--- src/rtl/assert_macros.svh ---
// assertion macros used by hwu_back
`ifndef ASSERT_MACROS_SVH
`define ASSERT_MACROS_SVH

// property that must hold at every clock edge outside reset
`define HWU_ASSERT(lbl, prop, msg) \
    lbl: assert property (@(posedge aclk) disable iff (!aresetn) prop) \
        else $error(msg);

// condition that must never be seen outside reset
`define HWU_NEVER(lbl, expr, msg) \
    lbl: assert property (@(posedge aclk) disable iff (!aresetn) !(expr)) \
        else $error(msg);

`endif

--- src/rtl/hwu_pkg.sv ---
package hwu_pkg;

    localparam int LINK_SLOTS = 8;
    localparam int LINK_W     = 3;

    localparam logic [23:0] SAT24    = 24'hFFFFFF;
    localparam logic [47:0] TX_SCALE = 48'd65536000000;
    localparam logic [4:0]  DIV_STEPS = 5'd25;

    // register indexes on the config port
    localparam logic [2:0] REG_BDP       = 3'd0;
    localparam logic [2:0] REG_LINK_RATE = 3'd1;
    localparam logic [2:0] REG_ETA       = 3'd2;
    localparam logic [2:0] REG_STAGE_CAP = 3'd3;
    localparam logic [2:0] REG_ADD_INC   = 3'd4;
    localparam logic [2:0] REG_MIN_WIN   = 3'd5;
    localparam logic [2:0] REG_MAX_WIN   = 3'd6;
    localparam logic [2:0] REG_HOP_DELAY = 3'd7;

    typedef struct packed {
        logic [LINK_W-1:0] link_id;
        logic [47:0]       tx_bytes;
        logic [23:0]       queue_len;
        logic [47:0]       hop_time_ps;
        logic [47:0]       ack_time;
        logic [31:0]       ack_no;
        logic [31:0]       highest_sent;
        logic              first_hop;
        logic              last_hop;
    } hwu_item_t;

    typedef struct packed {
        logic [23:0] bdp_bytes;
        logic [19:0] link_rate;
        logic [15:0] eta_q16;
        logic [7:0]  stage_cap;
        logic [15:0] add_inc;
        logic [23:0] min_window;
        logic [23:0] max_window;
        logic [23:0] hop_delay_ps;
    } hwu_cfg_t;

    typedef struct packed {
        logic        start;
        logic [95:0] num;
        logic [95:0] den;
    } hwu_div_req_t;

    typedef struct packed {
        logic        busy;
        logic [23:0] quot;
    } hwu_div_rsp_t;

    typedef enum logic [4:0] {
        ST_IDLE, ST_OPEN, ST_CHECK,
        ST_D1_GO, ST_D1_WAIT, ST_M1_GO, ST_M1_WAIT, ST_M2_GO, ST_M2_WAIT,
        ST_D2_GO, ST_D2_WAIT, ST_HOP_END, ST_LAST,
        ST_EW_PREP, ST_EM1_GO, ST_EM1_WAIT, ST_EM2_GO, ST_EM2_WAIT,
        ST_ED_GO, ST_ED_WAIT,
        ST_WIN, ST_WM_GO, ST_WM_WAIT, ST_WD_GO, ST_WD_WAIT,
        ST_COMMIT, ST_EMIT
    } hwu_state_t;

endpackage

--- src/rtl/hwu_front.sv ---
module hwu_front
    import hwu_pkg::*;
(
    input  logic      aclk,
    input  logic      aresetn,
    input  logic      in_valid,
    output logic      in_ready,
    input  hwu_item_t in_item,
    output logic      q_valid,
    output hwu_item_t q_item,
    input  logic      q_pop
);

    hwu_item_t   slot_reg [2];
    logic        wptr_reg, rptr_reg;
    logic [1:0]  count_reg, count_next;
    logic        push;

    assign in_ready = (count_reg != 2'd2);
    assign push     = in_valid && in_ready;
    assign q_valid  = (count_reg != 2'd0);
    assign q_item   = slot_reg[rptr_reg];

    // fill count of the two-entry queue
    always_comb begin
        count_next = count_reg;
        if (push && !q_pop) begin
            count_next = count_reg + 2'd1;
        end else if (!push && q_pop) begin
            count_next = count_reg - 2'd1;
        end
    end

    // pointers and count
    always_ff @(posedge aclk) begin
        if (!aresetn) begin
            wptr_reg  <= 1'b0;
            rptr_reg  <= 1'b0;
            count_reg <= 2'd0;
        end else begin
            count_reg <= count_next;
            if (push) begin
                wptr_reg <= ~wptr_reg;
            end
            if (q_pop) begin
                rptr_reg <= ~rptr_reg;
            end
        end
    end

    // word storage
    always_ff @(posedge aclk) begin
        if (push) begin
            slot_reg[wptr_reg] <= in_item;
        end
    end

endmodule

--- config.mk ---
export PLATFORM = sky130hd
export DESIGN_NAME = hwu_front
export DESIGN_NICKNAME = d
export VERILOG_FILES = /design/src/rtl/assert_macros.svh /design/src/rtl/hwu_pkg.sv /design/src/rtl/hwu_front.sv
export SDC_FILE = /design/constraint.sdc
export NUM_CORES = 1
export LEC_CHECK = 0
export ABC_CLOCK_PERIOD_IN_PS = 18700
export BUFFER_PORTS_ARGS = -buffer_cell sky130_fd_sc_hd__clkbuf_2
export CORE_MARGIN = 2
export CORE_UTILIZATION = 40
export CTS_CLUSTER_DIAMETER = 30
export DETAILED_ROUTE_END_ITERATION = 8
export PLACE_DENSITY = 0.72
export SYNTH_ARGS = -nofsm -noshare
export SYNTH_HDL_FRONTEND = slang
export SYNTH_SLANG_ARGS = --single-unit
export TNS_END_PERCENT = 20
--- constraint.sdc ---
create_clock -name aclk -period 18.7 [get_ports aclk]
set_clock_uncertainty 0.15 [all_clocks]
set_input_delay 3.74 -clock aclk [delete_from_list [all_inputs] [get_ports aclk]]
set_output_delay 3.74 -clock aclk [all_outputs]
set_load 0.02 [all_outputs]
==> run metrics <==
status=finished, final reports clean; syn_area_per_cell=23.0 sq um; die width=213 um; Post-Synth Simple-Gate Area=0.372%; Worst R2R Start=count_reg[0]; Ports=480; total vias in the final route=9200; max FFs per register=474; maxcap violations=0; Total GRT Usage=15.9%; crit path max fanout=76; post-CTS setup buffers=0; post-route ant nets=0; WL/cell=18.9 um; Synth Area in Adders=0.0716%; drt pass-1 iters=5; CTS tree=yes; min cycle time layout=7.39 ns; Finish-stage setup viols=0; Netlist cell types=19; peak supply drop=141 uV; R2R setup slack=15.26 ns; DRC viols=0; Netlist Area Pre-Place=0.0175 sq mm; largest net degree at the start of global routing=107; Yosys reg bits=479; Seq/Total Area, Yosys=82.0%; FMAX=135 MHz; global-route wire length before repair=54.0 mm; RR Endpoint=slot_reg[1][189]; # hold bufs at CTS=0; total CTS buffers=93; Total Wirelength=37.2 mm; clock sinks=479; grt total ovfl=0; HPWL after DPL=23.9 mm; CTS Root Cell=clkbuf_16; Hold Path Class=reg -> reg; die area=0.0454 sq mm; starting density of the core=40.6%; Slew @ Worst Pin=1.05 ns; mux share of post-synthesis cell area=15.3%; crit start category=flip-flop; vias per cell=4.67; CP endpoint kind=output port; Pwr Density=142 mW/mm^2; vias in the first global route=9885; Hold Vio Cnt, Final=0; Setup crit end=q_item[190]; Clk pin slew, worst setup/hold paths=0.05 ns; Post-Synthesis Cells=761; share of layout cells above drive strength 1=63.2%; Layout Nets=1559; largest family of logic cells by synthesized area=multiplexers; Tot Pwr=3320 uW; syn_nets=1003; Post-CTS Resized=0; post-synthesis xor/xnor area fraction=0.150%; crit path DAT=3.50 ns; DP Cell Count=1807; I/O Buffers=479; Rel. slew slack=29.7%; Synthesis Warnings=0; RePlAce Congestion=0.745; CTS H-Tree Depth=3; Worst Reg-to-Reg Cells=4; Leakage=0.00892 uW; clk buf depth=3; fin cells=1972; crit share post-route=39.5%; Core Region=0.0431 sq mm; WP data required=14.81 ns; Setup TNS=0 ns; row count=76; compound-gate portion of the synthesized area=0.172%; post-layout util=54.3%; Antenna diodes=0; die height=213 um; RSZ-0062 raised after global routing=false; area delta synth->final=33.7%; Skew-Pair Late Insertion Delay=0.60 ns; Final Max Tran Viols=0; most frequent cells in the layout=clkbuf_2 (479), edfxtp_1 (474), mux2_2 (237); antenna violations before repair=2; Iteration-0 DRC Markers=461; commonest non-fill, non-tap cell in the layout=clkbuf_2; Crit Path Category=reg -> out
synthesized netlist by cell type:
library cell	count	share of area (%)
edfxtp_1	474	81
mux2_2	237	15
clkbuf_8	20	1.6
buf_6	6	0.39
dfxtp_1	5	0.57
and2_1	4	0.14
inv_1	2	0.043
xor2_1	2	0.10
a21bo_2	1	0.057
a21boi_0	1	0.043
a21boi_1	1	0.043
and3_1	1	0.036
ha_1	1	0.072
nand2b_4	1	0.079
nand3b_1	1	0.043
o21ai_0	1	0.029
or2_2	1	0.036
or3_1	1	0.036
xnor2_1	1	0.050
kinds of logic after synthesis:
logic type | after synthesis
AOI/OAI and AO/OA | 4
DFF | 479
and+or+nand+nor | 9
buffers and inverters | 28
adders and majority gates | 1
xor gates and xnor gates | 3
muxes | 237
worst min-delay path by stage:
stage,from,endpoint,slack (ns),cells after the start
after floorplan,count_reg[1],count_reg[1],0.35,2
after detailed placement,count_reg[1],count_reg[1],0.39,2
after CTS,count_reg[1],count_reg[1],0.41,2
final,count_reg[1],count_reg[1],0.41,2
after global routing,count_reg[1],count_reg[1],0.44,2
after global placement,count_reg[1],count_reg[1],0.36,2
critical path, stage by stage, from the launching register on:
cell,delay [ns]
dfxtp_4,0.66
buf_4,0.63
buf_4,0.88
mux2_2,0.44
clkbuf_2,0.16
final cells by class:
class                   count  area [sq um]
repair buffers            487          2460
inverters                   2          15.0
flip-flops and latches    479         14300
multi-input cells         254          2810
fillers                  3297         19700
well taps                 585           732
clock buffers             103          2360
clock inverters            62           666
per-layer routing:
metal	vias to the layer above	part of all wire [%]	wire length, um	global-route usage [%]
met5	-	0.070	26	0
met4	4	3.4	1250	8.63
met3	79	11	3920	7.27
met2	400	50	18600	26.7
met1	4507	36	13400	16.7
li1	4210	-	-	-
report_power, final:
| group | total [uW] | switching [uW] | leakage [uW] | internal, uW |
|---|---|---|---|---|
| registers | 1330 | 25.4 | 0.00447 | 1310 |
| clock network | 1590 | 518 | 0.00147 | 1070 |
| logic | 399 | 255 | 0.00299 | 144 |
through the flow:
step	hold WS, ns	setup slack (ns)	area [sq um]
global route	0.438	11.07	23400
finish	0.407	11.31	23400
floorplan	0.350	8.73	17500
global placement	0.359	11.91	20300
detailed placement	0.391	11.89	20300
CTS	0.405	11.23	23400
(Power assumes the default switching activity.)
